### config.mk
export PLATFORM = sky130hd
export DESIGN_NAME = quoted_command_line_framer_core
export DESIGN_NICKNAME = d
export VERILOG_FILES = /design/src/hw/rtl/qclf_pkg.sv /design/src/hw/rtl/qclf_ram.sv /design/src/hw/rtl/qclf_cmdq.sv /design/src/hw/rtl/qclf_front.sv /design/src/hw/rtl/qclf_back.sv /design/src/hw/rtl/quoted_command_line_framer_core.sv
export SDC_FILE = /design/constraint.sdc
export NUM_CORES = 1
export LEC_CHECK = 0
export ABC_AREA = 1
export BUFFER_PORTS_ARGS = -buffer_cell sky130_fd_sc_hd__buf_2
export CAP_MARGIN = 20
export CORE_ASPECT_RATIO = 1.75
export CORE_MARGIN = 2
export CORE_UTILIZATION = 36
export CTS_CLUSTER_SIZE = 16
export DETAILED_ROUTE_END_ITERATION = 10
export HOLD_SLACK_MARGIN = 0.05
export PLACE_DENSITY = 0.57
export SLEW_MARGIN = 20
export SYNTH_ARGS = -nofsm -noshare
export SYNTH_HDL_FRONTEND = slang
export SYNTH_HIERARCHICAL = 1
export SYNTH_SLANG_ARGS = --single-unit
### constraint.sdc
create_clock -name clk -period 3 [get_ports clk]
set_clock_uncertainty 0.1 [all_clocks]
set_input_delay 0.6 -clock clk [delete_from_list [all_inputs] [get_ports clk]]
set_output_delay 0.6 -clock clk [all_outputs]
set_load 0.05 [all_outputs]
### src/hw/rtl/qclf_pkg.sv
// Shared constants and types for the quoted command line framer.
package qclf_pkg;

    localparam int BUF_DEPTH_DEF = 64;
    localparam int LEN_W         = 6;

    localparam logic [7:0] CH_LF    = 8'd10;
    localparam logic [7:0] CH_CR    = 8'd13;
    localparam logic [7:0] CH_SEMI  = 8'h3B;
    localparam logic [7:0] CH_QUOTE = 8'h22;

    localparam logic KIND_BYTE = 1'b0;
    localparam logic KIND_OVF  = 1'b1;

    typedef struct packed {
        logic             is_ovf;
        logic             bank;
        logic [LEN_W-1:0] len;
    } qclf_cmd_t;

    typedef enum logic [1:0] {
        BK_IDLE = 2'b01,
        BK_RUN  = 2'b10
    } qclf_back_state_t;

endpackage

### src/hw/rtl/qclf_ram.sv
// Generic single-write, single-read RAM with registered read data.
module qclf_ram #(
    parameter int WIDTH = 8,
    parameter int DEPTH = 128
) (
    input  logic                     clk,
    input  logic                     wr_en,
    input  logic [$clog2(DEPTH)-1:0] wr_addr,
    input  logic [WIDTH-1:0]         wr_data,
    input  logic                     rd_en,
    input  logic [$clog2(DEPTH)-1:0] rd_addr,
    output logic [WIDTH-1:0]         rd_data
);

    logic [WIDTH-1:0] mem [DEPTH];
    logic [WIDTH-1:0] rd_data_reg;

    always_ff @(posedge clk)
    begin
        if (wr_en)
        begin
            mem[wr_addr] <= wr_data;
        end
        if (rd_en)
        begin
            rd_data_reg <= mem[rd_addr];
        end
    end

    assign rd_data = rd_data_reg;

endmodule

### src/hw/rtl/qclf_cmdq.sv
// Two-entry command queue between the front and back parts.
module qclf_cmdq (
    input  logic                clk,
    input  logic                rst_n,
    input  logic                push,
    input  qclf_pkg::qclf_cmd_t push_cmd,
    input  logic                pop,
    output qclf_pkg::qclf_cmd_t head,
    output logic                empty,
    output logic                full
);
    import qclf_pkg::*;

    qclf_cmd_t   entry_reg [2];
    logic        wr_ptr_reg, wr_ptr_next;
    logic        rd_ptr_reg, rd_ptr_next;
    logic [1:0]  count_reg, count_next;

    assign empty = (count_reg == 2'd0);
    assign full  = (count_reg == 2'd2);
    assign head  = entry_reg[rd_ptr_reg];

    always_comb
    begin
        wr_ptr_next = wr_ptr_reg ^ push;
        rd_ptr_next = rd_ptr_reg ^ pop;
        count_next  = count_reg + {1'b0, push} - {1'b0, pop};
    end

    always_ff @(posedge clk or negedge rst_n)
    begin
        if (!rst_n)
        begin
            wr_ptr_reg <= 1'b0;
            rd_ptr_reg <= 1'b0;
            count_reg  <= 2'd0;
        end
        else
        begin
            wr_ptr_reg <= wr_ptr_next;
            rd_ptr_reg <= rd_ptr_next;
            count_reg  <= count_next;
        end
    end

    always_ff @(posedge clk)
    begin
        if (push)
        begin
            entry_reg[wr_ptr_reg] <= push_cmd;
        end
    end

endmodule

### src/hw/rtl/qclf_front.sv
// Front part: accept and classify bytes, fill the line store, queue commands.
module qclf_front #(
    parameter int BUF_DEPTH = qclf_pkg::BUF_DEPTH_DEF
) (
    input  logic                           clk,
    input  logic                           rst_n,
    input  logic                           start,
    input  logic [7:0]                     rx_byte,
    output logic                           busy,
    input  logic                           q_full,
    input  logic                           drain_done,
    output logic                           q_push,
    output qclf_pkg::qclf_cmd_t            q_cmd,
    output logic                           wr_en,
    output logic [$clog2(BUF_DEPTH):0]     wr_addr,
    output logic [7:0]                     wr_data
);
    import qclf_pkg::*;

    localparam int AW = $clog2(BUF_DEPTH);

    logic [AW-1:0] fill_reg, fill_next;
    logic          quote_reg, quote_next;
    logic          bank_reg, bank_next;
    logic [1:0]    drains_reg, drains_next;
    logic          accept, is_quote, is_delim, is_full;
    logic [AW:0]   fill_inc;

    assign busy     = q_full || (drains_reg == 2'd2);
    assign accept   = start && !busy;
    assign is_quote = (rx_byte == CH_QUOTE);
    assign is_delim = (rx_byte == CH_LF) || (rx_byte == CH_CR) ||
                      ((rx_byte == CH_SEMI) && !quote_reg);
    assign fill_inc = {1'b0, fill_reg} + {{AW{1'b0}}, 1'b1};
    assign is_full  = (fill_inc == (AW + 1)'(BUF_DEPTH));

    assign wr_en   = accept && !is_quote && !is_delim;
    assign wr_addr = {bank_reg, fill_reg};
    assign wr_data = rx_byte;

    always_comb
    begin
        fill_next    = fill_reg;
        quote_next   = quote_reg;
        bank_next    = bank_reg;
        q_push       = 1'b0;
        q_cmd.is_ovf = 1'b0;
        q_cmd.bank   = bank_reg;
        q_cmd.len    = LEN_W'(fill_reg);
        if (accept)
        begin
            priority if (is_quote)
            begin
                quote_next = !quote_reg;
            end
            else if (is_delim)
            begin
                quote_next = 1'b0;
                fill_next  = '0;
                if (fill_reg != '0)
                begin
                    q_push    = 1'b1;
                    bank_next = !bank_reg;
                end
            end
            else if (is_full)
            begin
                fill_next    = '0;
                q_push       = 1'b1;
                q_cmd.is_ovf = 1'b1;
            end
            else
            begin
                fill_next = fill_inc[AW-1:0];
            end
        end
        drains_next = drains_reg + {1'b0, q_push && !q_cmd.is_ovf} - {1'b0, drain_done};
    end

    always_ff @(posedge clk or negedge rst_n)
    begin
        if (!rst_n)
        begin
            fill_reg   <= '0;
            quote_reg  <= 1'b0;
            bank_reg   <= 1'b0;
            drains_reg <= 2'd0;
        end
        else
        begin
            fill_reg   <= fill_next;
            quote_reg  <= quote_next;
            bank_reg   <= bank_next;
            drains_reg <= drains_next;
        end
    end

endmodule

### src/hw/rtl/qclf_back.sv
// Back part: pop commands, read out stored lines, drive the result ports.
module qclf_back #(
    parameter int BUF_DEPTH = qclf_pkg::BUF_DEPTH_DEF
) (
    input  logic                           clk,
    input  logic                           rst_n,
    input  logic                           q_empty,
    input  qclf_pkg::qclf_cmd_t            q_head,
    output logic                           q_pop,
    output logic                           drain_done,
    output logic                           rd_en,
    output logic [$clog2(BUF_DEPTH):0]     rd_addr,
    input  logic [7:0]                     rd_data,
    output logic                           strobe,
    output logic                           kind,
    output logic [7:0]                     cmd_byte,
    output logic                           last
);
    import qclf_pkg::*;

    localparam int AW = $clog2(BUF_DEPTH);

    qclf_back_state_t state_reg, state_next;
    logic [AW-1:0]    idx_reg, idx_next;
    logic [AW-1:0]    len_reg, len_next;
    logic             bank_reg, bank_next;
    logic             vld_reg, vld_next;
    logic             kind_reg, kind_next;
    logic             last_reg, last_next;
    logic             at_end;

    assign at_end  = (idx_reg == len_reg - {{(AW-1){1'b0}}, 1'b1});
    assign rd_addr = {bank_reg, idx_reg};

    always_comb
    begin
        state_next = state_reg;
        idx_next   = idx_reg;
        len_next   = len_reg;
        bank_next  = bank_reg;
        vld_next   = 1'b0;
        kind_next  = kind_reg;
        last_next  = last_reg;
        q_pop      = 1'b0;
        drain_done = 1'b0;
        rd_en      = 1'b0;
        unique case (state_reg)
            BK_IDLE:
            begin
                if (!q_empty)
                begin
                    q_pop = 1'b1;
                    if (q_head.is_ovf)
                    begin
                        vld_next  = 1'b1;
                        kind_next = KIND_OVF;
                        last_next = 1'b1;
                    end
                    else
                    begin
                        idx_next   = '0;
                        len_next   = q_head.len[AW-1:0];
                        bank_next  = q_head.bank;
                        state_next = BK_RUN;
                    end
                end
            end
            BK_RUN:
            begin
                rd_en     = 1'b1;
                vld_next  = 1'b1;
                kind_next = KIND_BYTE;
                last_next = at_end;
                idx_next  = idx_reg + {{(AW-1){1'b0}}, 1'b1};
                if (at_end)
                begin
                    drain_done = 1'b1;
                    state_next = BK_IDLE;
                end
            end
            default:
            begin
                state_next = BK_IDLE;
            end
        endcase
    end

    always_ff @(posedge clk or negedge rst_n)
    begin
        if (!rst_n)
        begin
            state_reg <= BK_IDLE;
            vld_reg   <= 1'b0;
        end
        else
        begin
            state_reg <= state_next;
            vld_reg   <= vld_next;
        end
    end

    always_ff @(posedge clk)
    begin
        idx_reg  <= idx_next;
        len_reg  <= len_next;
        bank_reg <= bank_next;
        kind_reg <= kind_next;
        last_reg <= last_next;
    end

    assign strobe   = vld_reg;
    assign kind     = kind_reg;
    assign last     = last_reg;
    assign cmd_byte = (kind_reg == KIND_OVF) ? 8'd0 : rd_data;

endmodule

### src/hw/rtl/quoted_command_line_framer_core.sv
// Quoted command line framer top level: front, command queue, line store, back.
// With the back part idle, a line's first byte strobes after its delimiter passes the
// command queue, run state and read register; an overflow result skips the run state.
// Throughput: one byte per cycle while filling and busy is low; the back part pops each
// queued command in an idle state first; the receiver cannot stall results.
// busy rises while two lines await readout or the command queue is full; reset clears
// counts, quote mode and queue, the line store keeps its contents.
module quoted_command_line_framer_core #(
    parameter int BUF_DEPTH = qclf_pkg::BUF_DEPTH_DEF
) (
    input  logic       clk,
    input  logic       rst_n,
    input  logic       start,
    output logic       busy,
    input  logic [7:0] rx_byte,
    output logic       strobe,
    output logic       kind,
    output logic [7:0] cmd_byte,
    output logic       last
);
    import qclf_pkg::*;

    localparam int AW        = $clog2(BUF_DEPTH);
    localparam int RAM_DEPTH = 2 * (2 ** AW);

    logic          q_push, q_pop, q_empty, q_full, drain_done;
    qclf_cmd_t     q_cmd, q_head;
    logic          wr_en, rd_en;
    logic [AW:0]   wr_addr, rd_addr;
    logic [7:0]    wr_data, rd_data;

    qclf_front #(.BUF_DEPTH(BUF_DEPTH)) u_front (
        .clk        (clk),
        .rst_n      (rst_n),
        .start      (start),
        .rx_byte    (rx_byte),
        .busy       (busy),
        .q_full     (q_full),
        .drain_done (drain_done),
        .q_push     (q_push),
        .q_cmd      (q_cmd),
        .wr_en      (wr_en),
        .wr_addr    (wr_addr),
        .wr_data    (wr_data)
    );

    qclf_cmdq u_cmdq (
        .clk      (clk),
        .rst_n    (rst_n),
        .push     (q_push),
        .push_cmd (q_cmd),
        .pop      (q_pop),
        .head     (q_head),
        .empty    (q_empty),
        .full     (q_full)
    );

    qclf_ram #(.WIDTH(8), .DEPTH(RAM_DEPTH)) u_line_store (
        .clk     (clk),
        .wr_en   (wr_en),
        .wr_addr (wr_addr),
        .wr_data (wr_data),
        .rd_en   (rd_en),
        .rd_addr (rd_addr),
        .rd_data (rd_data)
    );

    qclf_back #(.BUF_DEPTH(BUF_DEPTH)) u_back (
        .clk        (clk),
        .rst_n      (rst_n),
        .q_empty    (q_empty),
        .q_head     (q_head),
        .q_pop      (q_pop),
        .drain_done (drain_done),
        .rd_en      (rd_en),
        .rd_addr    (rd_addr),
        .rd_data    (rd_data),
        .strobe     (strobe),
        .kind       (kind),
        .cmd_byte   (cmd_byte),
        .last       (last)
    );

    a_no_pop_empty: assert property (@(posedge clk) disable iff (!rst_n)
        q_pop |-> !q_empty)
        else $error("command popped from empty queue");

    a_full_busy: assert property (@(posedge clk) disable iff (!rst_n)
        q_full |-> busy)
        else $error("queue full without busy");

    a_ovf_shape: assert property (@(posedge clk) disable iff (!rst_n)
        (strobe && kind == KIND_OVF) |-> (last && cmd_byte == 8'd0))
        else $error("malformed overflow item");

    a_line_contiguous: assert property (@(posedge clk) disable iff (!rst_n)
        (strobe && !last) |=> (strobe && kind == KIND_BYTE))
        else $error("gap inside a command line");

endmodule

==> results of run 1 <==
-- path summary, 6_finish.rpt --
path	cells past startpoint	end	slack, ns	from
hold reg to reg	2	u_back/state_reg[0]	0.38	u_back/state_reg[0]
setup reg to reg	13	u_line_store/rd_data[4]	0.24	u_back/idx_reg[1]
hold / removal	6	u_front/quote_reg	0.26	rx_byte[3]
setup / recovery	13	u_line_store/rd_data[4]	0.24	u_back/idx_reg[1]
max in group asynchronous	2	u_back/state_reg[0]	2.20	rst_n
min in group asynchronous	2	u_front/fill_reg[4]	0.27	rst_n
-- final cells by class --
| cell class | count | area, um2 |
|---|---|---|
| well taps | 1643 | 2056 |
| repair buffers | 258 | 2338 |
| flip-flops and latches | 1080 | 32350 |
| clock inverters | 53 | 560.5 |
| inverters | 87 | 355.3 |
| diodes | 1 | 2.502 |
| clock buffers | 117 | 2439 |
| fillers | 11730 | 73130 |
| multi-input cells | 2477 | 10870 |
-- per-stage QoR --
step | setup WS, ns | power (mW)
6_report | 0.2365 | 43.50
5_1_grt | 0.1795 | 45.42
4_1_cts | 0.2267 | 43.81
3_5_place_dp | 0.2020 | 31.80
3_3_place_gp | 0.1836 | 31.71
2_1_floorplan | 0.3130 | 26.65
-- where the power goes --
group / total (mW) / switching [mW] / internal (mW)
clock network: 12.1 / 5.42 / 6.65
logic: 14.0 / 10.1 / 3.88
registers: 17.4 / 0.337 / 17.1
total: 43.5 / 15.9 / 27.6
-- cells in the mapped netlist (3+ instances only) --
cell type                  instances  area share
sky130_fd_sc_hd__nand2_1        1283        0.11
sky130_fd_sc_hd__edfxtp_1       1063        0.71
sky130_fd_sc_hd__nand3_1         946        0.11
sky130_fd_sc_hd__nor2_1          164       0.014
sky130_fd_sc_hd__buf_2           121       0.013
sky130_fd_sc_hd__inv_1            75      0.0062
sky130_fd_sc_hd__buf_4            57      0.0095
sky130_fd_sc_hd__clkbuf_1         35      0.0029
sky130_fd_sc_hd__buf_6            23      0.0057
sky130_fd_sc_hd__dfrtp_1          16      0.0089
sky130_fd_sc_hd__buf_1            14      0.0012
sky130_fd_sc_hd__ha_1             12      0.0033
sky130_fd_sc_hd__inv_2            10     0.00083
sky130_fd_sc_hd__nor3_1           10      0.0011
sky130_fd_sc_hd__o21ai_2          10      0.0019
sky130_fd_sc_hd__nand2_2           9      0.0012
sky130_fd_sc_hd__xor2_1            7      0.0014
sky130_fd_sc_hd__nor2_2            6     0.00083
sky130_fd_sc_hd__o21ai_0           6     0.00067
sky130_fd_sc_hd__a21oi_1           5     0.00056
sky130_fd_sc_hd__o21ai_1           4     0.00044
sky130_fd_sc_hd__nand2_4           3     0.00075
sky130_fd_sc_hd__nand3_2           3     0.00067
sky130_fd_sc_hd__xnor2_1           3     0.00058
-- critical path, delay by kind of cell, from the launching register on --
kind | cells | cell delay [ns]
buf+inv | 4 | 0.95
flops | 1 | 0.43
simple gates | 9 | 1.02
-- logic make-up after synthesis --
family	synth area share
buffers and inverters	0.04069
and+or+nand+nor	0.2322
AOI/OAI and AO/OA	0.003750
adders and majority gates	0.003333
DFF	0.7181
xor gates and xnor gates	0.001944
-- layer usage --
metal	vias to the layer above	track usage	part of all wire
li1	13760	-	-
met1	14150	0.2105	0.36
met2	855	0.3586	0.54
met3	247	0.02205	0.046
met4	2	0.09652	0.051
met5	-	0	0.00011
-- repair_timing --
action                                 4_1_cts  5_1_grt
endpoints found under the hold margin       17        0
setup endpoints to repair                    0        0
hold buffers                                 1        0
==> run summary, run 1 <==
## Timing
* **Final TNS setup** 0 ns
* **Hold Slack** 0.2604 ns
* **transition at the pin with the smallest max-transition slack** 1.116 ns
* **max frequency** 0.3619 GHz
* **Final Slew Violations** 0
* **unrepaired setup endpoints after global routing** no
* **final period demand of the worst path** 2.764 ns
* **Max-slew headroom** 0.2557
* **Final period util** 0.9212
* **number of failing hold endpoints at the final stage** 0
* **Setup violations, final** 0

## Synth
* **count of mapped cells out of synthesis** 3895
* **Synth async-reset ratio** 0.01574
* **number of enable-type register cells in the synthesized netlist** 1063
* **Net Count, Synth** 3918
* **cell area after technology mapping** 45050 um2
* **prevailing post-synth register cell** sky130_fd_sc_hd__edfxtp_1
* **Yosys reg bits** 1080
* **count of synthesis-stage warnings from yosys** 6
* **synthesized area per cell** 11.57 um2
* **proportion of synthesized chip area in sequential cells** 0.7181
* **unique cell type count in the Yosys netlist** 34

## Finish
* **leading cell type in the layout, fill and taps excluded** sky130_fd_sc_hd__nand2_1
* **fraction of final layout cells with drive strength greater than 1** 0.1073
* **Final Non-Filler Cells** 5716
* **flip-flop count of the largest register after layout** 1024
* **most frequent cells in the layout** 1283 x sky130_fd_sc_hd__nand2_1, 1063 x sky130_fd_sc_hd__edfxtp_1, 946 x sky130_fd_sc_hd__nand3_1, 202 x sky130_fd_sc_hd__buf_4, 164 x sky130_fd_sc_hd__nor2_1
* **number of nets in the layout** 4018
* **Layout Utilization** 0.4107
* **Layout Cell Area excl Fill** 50960 um2
* **post-synthesis to final-layout area growth** 13.14%

## Drt
* **number of antenna-violating nets in the routed design** 0
* **first-pass detailed-route iteration total** 5
* **post-route DRC violation count** 0
* **number of vias per cell after detailed routing** 5.075
* **post-DR wirelength/cell** 21.54 um
* **DRC marker count from the first detailed-route iteration** 2123
* **total length of routed wires** 123.1 mm
* **vias after detailed routing** 29010

## Floorplan
* **starting utilization of the core area** 0.3630
* **Die ar.** 128100 um2
* **horizontal extent of the die** 271.4 um
* **vertical die dimension** 471.9 um
* **Core Footprint** 124100 um2
* **total number of placement rows** 171
* **IO Pins** 23

## Critical path
* **slowest stage cell, crit path** sky130_fd_sc_hd__edfxtp_1
* **cell mode on critical path** sky130_fd_sc_hd__nand2_1
* **arrival time of data at the critical path endpoint** 3.13 ns
* **type of destination of the critical path** register
* **Crit path required time** 3.36 ns
* **CP max stage delay** 0.43 ns
* **worst-path cell chain** buf_4, inv_8, buf_12, buf_4, nand3_1, nand3_1, nand3_1, nand2_1, nand2_1, nand3_1, nand2_1, nand2_1, nand2_1
* **kind of start point of the critical path** register
* **kind of critical path** register to register
* **Crit Path Max Fanout** 31

## Hold path
* **Hold Crit Class** input pin to register

## GRT
* **via count of the first global-routing pass** 29360
* **global routing usage summed across all routing layers** 0.1910
* **largest net degree at the start of global routing** 91
* **antenna violations before repair** 3
* **wire length of the first global-routing pass** 183.5 mm
* **global route total overflow** 0

## Placed design
* **routability congestion estimate** 0.9264
* **post-detailed-placement cell area** 47950 um2
* **Placed Cells** 5544
* **number of port buffers** 22
* **HPWL after detailed placement** 75.64 mm

## CTS
* **setup bufs post-CTS** 0
* **number of buffers created by CTS** 91
* **clock latency of the later-clocked register in the worst-skew pair** 0.70 ns
* **CTS Sinks** 1080
* **deepest clock path buffer count** 3
* **post-CTS sizing** 0
* **clock root buffer** sky130_fd_sc_hd__clkbuf_16
* **CTS tree** yes
* **# H-tree levels** 3
* **clock slew at the register clock pins of the worst setup and hold paths** 0.07 ns

## Outcome
* **run status** completed

## Power
* **largest voltage drop on the vdd net** 0.6346 mV
* **Leakage Power** 18.39 nW
* **PwrDens** 853.4 nW/um2

## Flow run
* **total of max-cap violations** 0

No activity file was read; power rests on OpenSTA's default activity.
==> run 2, diff against run 1 <==
--- a/config.mk
+++ b/config.mk
@@ -6,5 +6,4 @@
 export NUM_CORES = 1
 export LEC_CHECK = 0
-export ABC_AREA = 1
 export BUFFER_PORTS_ARGS = -buffer_cell sky130_fd_sc_hd__buf_2
 export CAP_MARGIN = 20
==> constraint.sdc (replaced) <==
create_clock -name clk -period 3.15 [get_ports clk]
set_clock_uncertainty 0.1 [all_clocks]
set_input_delay 0.4725 -clock clk [delete_from_list [all_inputs] [get_ports clk]]
set_output_delay 0.4725 -clock clk [all_outputs]
set_load 0.05 [all_outputs]
==> run summary, run 2 <==
## Finish
* **leading cell type in the layout, fill and taps excluded** sky130_fd_sc_hd__edfxtp_1
* **fraction of final layout cells with drive strength greater than 1** 0.3659, +0.2586
* **flip-flop count of the largest register after layout** 1024, unchanged
* **Layout Cell Area excl Fill** 49750 um2, -2.4%
* **post-synthesis to final-layout area growth** 17.42%
* **most frequent cells in the layout** 1063 x sky130_fd_sc_hd__edfxtp_1, 336 x sky130_fd_sc_hd__mux4_2, 248 x sky130_fd_sc_hd__buf_4, 140 x sky130_fd_sc_hd__nor2_1, 101 x sky130_fd_sc_hd__clkbuf_16
* **number of nets in the layout** 2183, -46%
* **Final Non-Filler Cells** 3746, -34%

## Drt
* **vias after detailed routing** 19870, -31%
* **amount of wire on met3 after detailed routing** 3.859 mm, -32%
* **total length of routed wires** 107.3 mm, -13%
* **highest metal used** met4
* **sum of routed wire segments on met1** 37.03 mm, -18%
* **post-DR wirelength/cell** 28.64 um, +33%
* **number of vias per cell after detailed routing** 5.305, +4.5%
* **post-route DRC violation count** 0, unchanged
* **DRC marker count from the first detailed-route iteration** 1605, -24%
* **Detail Route met2 WL** 61.69 mm, -7.0%
* **first-pass detailed-route iteration total** 5, unchanged
* **number of antenna-violating nets in the routed design** 0, unchanged

## Placed design
* **post-detailed-placement cell area** 46230 um2, -3.6%
* **routability congestion estimate** 0.8373, -9.6%
* **HPWL after detailed placement** 71.90 mm, -4.9%
* **number of port buffers** 22, unchanged
* **Placed Cells** 3543, -36%

## Synth
* **number of enable-type register cells in the synthesized netlist** 1063, unchanged
* **Net Count, Synth** 1880, -52%
* **count of synthesis-stage warnings from yosys** 6, unchanged
* **Synth async-reset ratio** 0.01574, unchanged
* **share of Yosys cell area claimed by the top area cell type** 0.7533, +0.04469
* **synthesized area per cell** 22.82 um2, +97%
* **proportion of synthesized chip area in sequential cells** 0.7634, +0.04529
* **Yosys reg bits** 1080, unchanged
* **unique cell type count in the Yosys netlist** 53, +56%
* **cell area after technology mapping** 42370 um2, -5.9%
* **prevailing post-synth register cell** sky130_fd_sc_hd__edfxtp_1
* **Yosys top cell by area** sky130_fd_sc_hd__edfxtp_1
* **count of mapped cells out of synthesis** 1857, -52%
* **most frequent cell after synthesis** sky130_fd_sc_hd__edfxtp_1
* **Post-synth top cells** 1063 x sky130_fd_sc_hd__edfxtp_1, 336 x sky130_fd_sc_hd__mux4_2, 140 x sky130_fd_sc_hd__nor2_1, 44 x sky130_fd_sc_hd__clkbuf_1, 28 x sky130_fd_sc_hd__buf_4
* **leading cell types by total area after synthesis** sky130_fd_sc_hd__edfxtp_1 75%, sky130_fd_sc_hd__mux4_2 18%, sky130_fd_sc_hd__nor2_1 1.2%

## Critical path
* **arrival time of data at the critical path endpoint** 3.61 ns, +0.48 ns
* **CP max stage delay** 0.62 ns, +0.19 ns
* **worst-path cell chain** buf_6, buf_12, buf_16, mux4_2, mux4_2, mux4_2, mux2_2
* **Crit path required time** 3.49 ns, +0.13 ns
* **cell mode on critical path** sky130_fd_sc_hd__mux4_2
* **slowest stage cell, crit path** sky130_fd_sc_hd__mux4_2
* **kind of start point of the critical path** register
* **type of destination of the critical path** register
* **kind of critical path** register to register
* **Crit Path Max Fanout** 8, -74%

## Floorplan
* **Core Footprint** 116900 um2, -5.8%
* **horizontal extent of the die** 263.3 um, -3.0%
* **total number of placement rows** 166, -2.9%
* **Die ar.** 120600 um2, -5.9%
* **IO Pins** 23, unchanged
* **starting utilization of the core area** 0.3624, -0.0006306
* **vertical die dimension** 457.9 um, -3.0%

## Timing
* **unrepaired setup endpoints after global routing** yes
* **Final TNS setup** -0.7697 ns, -0.7697 ns
* **Final Slew Violations** 0, unchanged
* **Setup violations, final** 8, +8
* **Hold Slack** 0.1807 ns, -0.07966 ns
* **transition at the pin with the smallest max-transition slack** 1.037 ns, -0.07922 ns
* **final critical-path setup slack** -0.1228 ns, -0.3593 ns
* **max frequency** 0.3055 GHz, -16%
* **final period demand of the worst path** 3.273 ns, +0.5093 ns
* **number of failing hold endpoints at the final stage** 0, unchanged
* **Max-slew headroom** 0.3085, +0.05281
* **Final period util** 1.039, +0.1178

## Power
* **share of total power consumed by net switching** 0.2810, -0.08475
* **PwrDens** 769.9 nW/um2, -9.8%
* **Leakage Power** 15.87 nW, -14%
* **fraction of power consumed by combinational cells** 0.270, -0.053
* **fraction of power consumed by sequential logic** 0.431, +0.031
* **Clock power frac** 0.299, +0.021
* **total power** 38.30 mW, -12%
* **internal portion of total power** 27.54 mW, -0.17%
* **net switching component of the power** 10.76 mW, -32%
* **largest voltage drop on the vdd net** 0.4265 mV, -33%

## CTS
* **clock latency of the later-clocked register in the worst-skew pair** 0.69 ns, about the same
* **# H-tree levels** 3, unchanged
* **clock root buffer** sky130_fd_sc_hd__clkbuf_16
* **CTS tree** yes
* **CTS Sinks** 1080, unchanged
* **number of buffers created by CTS** 94, +3.3%
* **clock slew at the register clock pins of the worst setup and hold paths** 0.06 ns, about the same
* **deepest clock path buffer count** 3, unchanged

## GRT
* **via count of the first global-routing pass** 21420, -27%
* **wire length of the first global-routing pass** 154.9 mm, -16%
* **global route total overflow** 0, unchanged
* **antenna violations before repair** 2, -1
* **global routing usage summed across all routing layers** 0.1795, -0.01156
* **largest net degree at the start of global routing** 103, +13%

## Hold path
* **Hold Crit Class** input pin to async pin

## Outcome
* **violated checks** setup timing
* **run status** finished with violations

## Flow run
* **total of max-cap violations** 0, unchanged

-- run 2: final cells by class --
type                       instances  area, um2
antenna                            1      2.502
sequential                      1080      32350
clock inverter                    54      469.2
fill                            9913      67180
inverter                          16      60.06
clock buffer                     115       2525
tap                             1512       1892
timing repair buffer             315       3025
multi-input combinational        653       9433
-- run 2: per-stage QoR --
| step | utilization | worst slack, ns |
|---|---|---|
| 2_1_floorplan | - | 0.08340 |
| 4_1_cts | 0.4245 | -0.1270 |
| 3_5_place_dp | 0.3954 | -0.1824 |
| 3_3_place_gp | 0.3954 | -0.2139 |
| 5_1_grt | 0.4255 | -0.1167 |
| 6_report | 0.4255 | -0.1228 |
-- run 2: worst paths after layout --
kind	start	end	slack, ns	cells past startpoint
min reg2reg	u_front/quote_reg	u_front/quote_reg	0.39	1
max in group asynchronous	rst_n	u_back/state_reg[0]	2.42	2
min	rst_n	u_front/fill_reg[3]	0.18	2
max	u_back/idx_reg[0]	u_line_store/rd_data[5]	-0.12	7
min in group clk	rx_byte[0]	u_front/quote_reg	0.22	5
max reg2reg	u_back/idx_reg[0]	u_line_store/rd_data[5]	-0.12	7
-- run 2: cells by family (layout without fill, tap and decap cells) --
family | after synthesis | count (layout) | synth area share
simple gates | 248 | 248 | 0.02646
flops | 1080 | 1080 | 0.7634
mux | 353 | 353 | 0.1838
compound gates | 25 | 25 | 0.004902
buf+inv | 124 | 500 | 0.01444
other cells | 0 | 1 | 0
fa+ha+maj | 12 | 12 | 0.003543
xor+xnor | 15 | 15 | 0.003455
-- run 2: routing by layer --
metal,GRT usage,vias to the layer above
met4,0.08185,0
li1,-,8381
met1,0.1916,10800
met5,0,-
met3,0.02140,164
met2,0.3491,529
-- run 2: power groups by stage --
stage,Combinational [mW],Sequential [mW],Clock [mW]
4_1_cts,10.4,16.5,11.7
3_5_place_dp,9.93,16.8,0
5_1_grt,10.8,16.5,12.2
2_1_floorplan,6.04,16.7,0
6_report,10.4,16.5,11.4
3_3_place_gp,9.88,16.8,0
-- run 2: worst max-delay path: cells and delay by family (launching register included) --
family                 cells  cell delay [ns]
DFF                        1             0.39
muxes                      4             1.98
buffers and inverters      3             0.52
-- run 2: repair_timing --
item | in CTS | in global routing
hold buffers | 2 | 0
gates resized for setup | 13 | 8
buffers inserted | 25 | 3
endpoints found under the hold margin | 18 | 0
setup endpoints to repair | 8 | 17
gates cloned | 3 | 4
==> run 3, diff against run 2 <==
PLACE_DENSITY = 0.59   (was 0.57)
SLEW_MARGIN = not set   (was 20)
clock period = 2.6 ns   (was 3.15 ns; I/O delays follow)
==> run summary, run 3 (same netlist as run 2, synthesis figures left out) <==
## Critical path
* **Crit Path Max Fanout** 13, +5
* **arrival time of data at the critical path endpoint** 3.61 ns, about the same
* **cells on worst reg2reg path** 7, unchanged
* **R2R Path End** u_line_store/rd_data[6]
* **Critical R2R Launch** u_back/idx_reg[0]
* **worst reg-to-reg setup slack** -0.66 ns, -0.53 ns
* **kind of critical path** register to register
* **type of destination of the critical path** register
* **kind of start point of the critical path** register
* **Crit path required time** 2.95 ns, -0.54 ns

## Power
* **net switching component of the power** 12.76 mW, +19%
* **internal portion of total power** 32.74 mW, +19%
* **fraction of power consumed by combinational cells** 0.282, +0.012
* **Leakage Power** 15.86 nW, about the same
* **share of total power consumed by net switching** 0.2805, -0.0005342
* **largest voltage drop on the vdd net** 0.7470 mV, +75%
* **PwrDens** 905.5 nW/um2, +18%
* **total power** 45.50 mW, +19%
* **fraction of power consumed by sequential logic** 0.438, +0.007
* **Clock power frac** 0.279, -0.020

## CTS
* **CTS tree** yes
* **CTS Sinks** 1080, unchanged
* **# H-tree levels** 3, unchanged
* **clock root buffer** sky130_fd_sc_hd__clkbuf_16
* **clock latency of the later-clocked register in the worst-skew pair** 0.70 ns, about the same
* **clock slew at the register clock pins of the worst setup and hold paths** 0.07 ns, about the same
* **number of buffers created by CTS** 87, -7.4%
* **deepest clock path buffer count** 3, unchanged

## Drt
* **post-route DRC violation count** 0, unchanged
* **total length of routed wires** 103.6 mm, -3.4%
* **DRC marker count from the first detailed-route iteration** 1543, -3.9%
* **post-DR wirelength/cell** 27.65 um, -3.5%
* **first-pass detailed-route iteration total** 6, +1
* **vias after detailed routing** 19930, +0.28%
* **number of vias per cell after detailed routing** 5.316, +0.22%
* **number of antenna-violating nets in the routed design** 0, unchanged

## Finish
* **area of combinational cells with multiple inputs** 9692 um2, +2.7%
* **area taken by flip-flops and latches** 32350 um2, unchanged
* **Final Non-Filler Cells** 3748, +0.053%
* **post-synthesis to final-layout area growth** 18.60%
* **most frequent cells in the layout** 1063 x sky130_fd_sc_hd__edfxtp_1, 336 x sky130_fd_sc_hd__mux4_2, 224 x sky130_fd_sc_hd__buf_4, 98 x sky130_fd_sc_hd__nor2_1, 92 x sky130_fd_sc_hd__clkbuf_16
* **number of nets in the layout** 2193, +0.46%
* **flip-flop count of the largest register after layout** 1024, unchanged
* **Filler Cell Count** 9938, +0.25%
* **leading cell type in the layout, fill and taps excluded** sky130_fd_sc_hd__edfxtp_1
* **fraction of final layout cells with drive strength greater than 1** 0.3826, +0.01667

## Timing
* **Final period util** 1.253, +0.2139
* **Setup violations, final** 9, +1
* **Final TNS setup** -5.002 ns, -4.232 ns
* **final critical-path setup slack** -0.6575 ns, -0.5347 ns
* **max frequency** 0.3070 GHz, +0.47%
* **Final Slew Violations** 0, unchanged
* **unrepaired setup endpoints after global routing** yes
* **transition at the pin with the smallest max-transition slack** 1.141 ns, +0.1037 ns
* **Max-slew headroom** 0.2394, -0.06912
* **number of failing hold endpoints at the final stage** 0, unchanged
* **Hold Slack** 0.08868 ns, -0.09205 ns
* **final period demand of the worst path** 3.257 ns, -0.01534 ns

## Placed design
* **routability congestion estimate** 0.7955, -5.0%
* **HPWL after detailed placement** 68.20 mm, -5.1%
* **Placed Cells** 3561, +0.51%
* **number of port buffers** 22, unchanged

## GRT
* **wire length of the first global-routing pass** 149.5 mm, -3.5%
* **antenna violations before repair** 4, +2
* **GRT met2 Usage** 0.3309, -0.01827
* **global routing usage summed across all routing layers** 0.1726, -0.006864
* **via count of the first global-routing pass** 21120, -1.4%
* **layer carrying the most global-route usage** met2
* **global route total overflow** 0, unchanged
* **largest net degree at the start of global routing** 97, -5.8%
* **met1 usage** 0.1947, +0.003176
* **met3 Use GR** 0.02242, +0.001021

## Floorplan
* **Die ar.** 120600 um2, unchanged
* **total number of placement rows** 166, unchanged
* **IO Pins** 23, unchanged
* **horizontal extent of the die** 263.3 um, unchanged
* **Core Footprint** 116900 um2, unchanged
* **vertical die dimension** 457.9 um, unchanged
* **starting utilization of the core area** 0.3624, unchanged

## Flow run
* **total of max-cap violations** 0, unchanged

## Outcome
* **run status** finished with violations
* **violated checks** setup timing

## Hold path
* **Hold Crit Class** input pin to async pin

run 3: changes by cell type in the layout (fill, tap and decap cells not counted), moves of 3 or more:
cell and change:
sky130_fd_sc_hd__buf_12 +40, sky130_fd_sc_hd__buf_4 -24, sky130_fd_sc_hd__bufbuf_16 -3, sky130_fd_sc_hd__clkbuf_1 +8, sky130_fd_sc_hd__clkbuf_16 -9, sky130_fd_sc_hd__clkbuf_8 -3
sky130_fd_sc_hd__clkinv_1 +4, sky130_fd_sc_hd__clkinv_2 -10, sky130_fd_sc_hd__nor2_1 -42, sky130_fd_sc_hd__nor2_2 +17, sky130_fd_sc_hd__nor2_4 +25, sky130_fd_sc_hd__nor3_1 -7
sky130_fd_sc_hd__nor3_2 +7
run 3: area by class of cell:
class / count / share of cell area
tap: 1512 / 0.03765
multi-input combinational: 653 / 0.1929
inverter: 16 / 0.001195
antenna: 1 / 0.00004980
timing repair buffer: 332 / 0.07186
clock buffer: 110 / 0.04504
clock inverter: 44 / 0.007669
sequential: 1080 / 0.6437
run 3: power groups by stage:
stage                     registers (mW)  logic, mW  clock network [mW]
after floorplan                     20.2       7.89                   0
after global placement              20.3       12.2                   0
after detailed placement            20.3       12.3                   0
after CTS                           20.0       12.8                13.0
after global routing                20.0       13.4                13.5
final                               20.0       12.8                12.7
run 3: per-stage QoR:
stage / util / setup slack [ns] / cell area [um2]
final: 0.4298 / -0.6575 / 50250
after global placement: 0.4023 / -0.7711 / 47050
after CTS: 0.4281 / -0.6524 / 50060
after global routing: 0.4298 / -0.6852 / 50250
after floorplan: - / -0.2986 / 42990
after detailed placement: 0.4023 / -0.7787 / 47050
run 3: repair_timing:
| action | in CTS | in global routing |
|---|---|---|
| endpoints found under the hold margin | 18 | 0 |
| pin swaps | 2 | 1 |
| gates cloned | 2 | 5 |
| resized for setup | 23 | 6 |
| hold buffers | 2 | 0 |
| setup endpoints to repair | 14 | 233 |
| buffers inserted | 17 | 6 |
run 3: metal layers:
metal / routed length (um) / vias to the layer above / part of all wire
li1: - / 8409 / -
met2: 58610 / 519 / 0.57
met3: 4065 / 146 / 0.039
met4: 3428 / 2 / 0.033
met1: 37500 / 10850 / 0.36
met5: 16 / - / 0.00015
run 3: worst max-delay path, stage by stage (launching register included):
cell	delay, ns
sky130_fd_sc_hd__edfxtp_1	0.37
sky130_fd_sc_hd__buf_4	0.20
sky130_fd_sc_hd__buf_12	0.17
sky130_fd_sc_hd__buf_16	0.17
sky130_fd_sc_hd__mux4_2	0.57
sky130_fd_sc_hd__mux4_2	0.54
sky130_fd_sc_hd__mux4_2	0.56
sky130_fd_sc_hd__mux2_4	0.30
run 3: how the worst max path moves through the flow:
stage          cells past startpoint                 endpoint  slack (ns)              start
2_1_floorplan                      7  u_line_store/rd_data[3]       -0.30  u_back/idx_reg[0]
3_3_place_gp                       7  u_line_store/rd_data[7]       -0.77  u_back/idx_reg[0]
3_5_place_dp                       7  u_line_store/rd_data[7]       -0.78  u_back/idx_reg[0]
4_1_cts                            7  u_line_store/rd_data[4]       -0.65  u_back/idx_reg[0]
5_1_grt                            7  u_line_store/rd_data[6]       -0.69  u_back/idx_reg[0]
6_report                           7  u_line_store/rd_data[6]       -0.66  u_back/idx_reg[0]
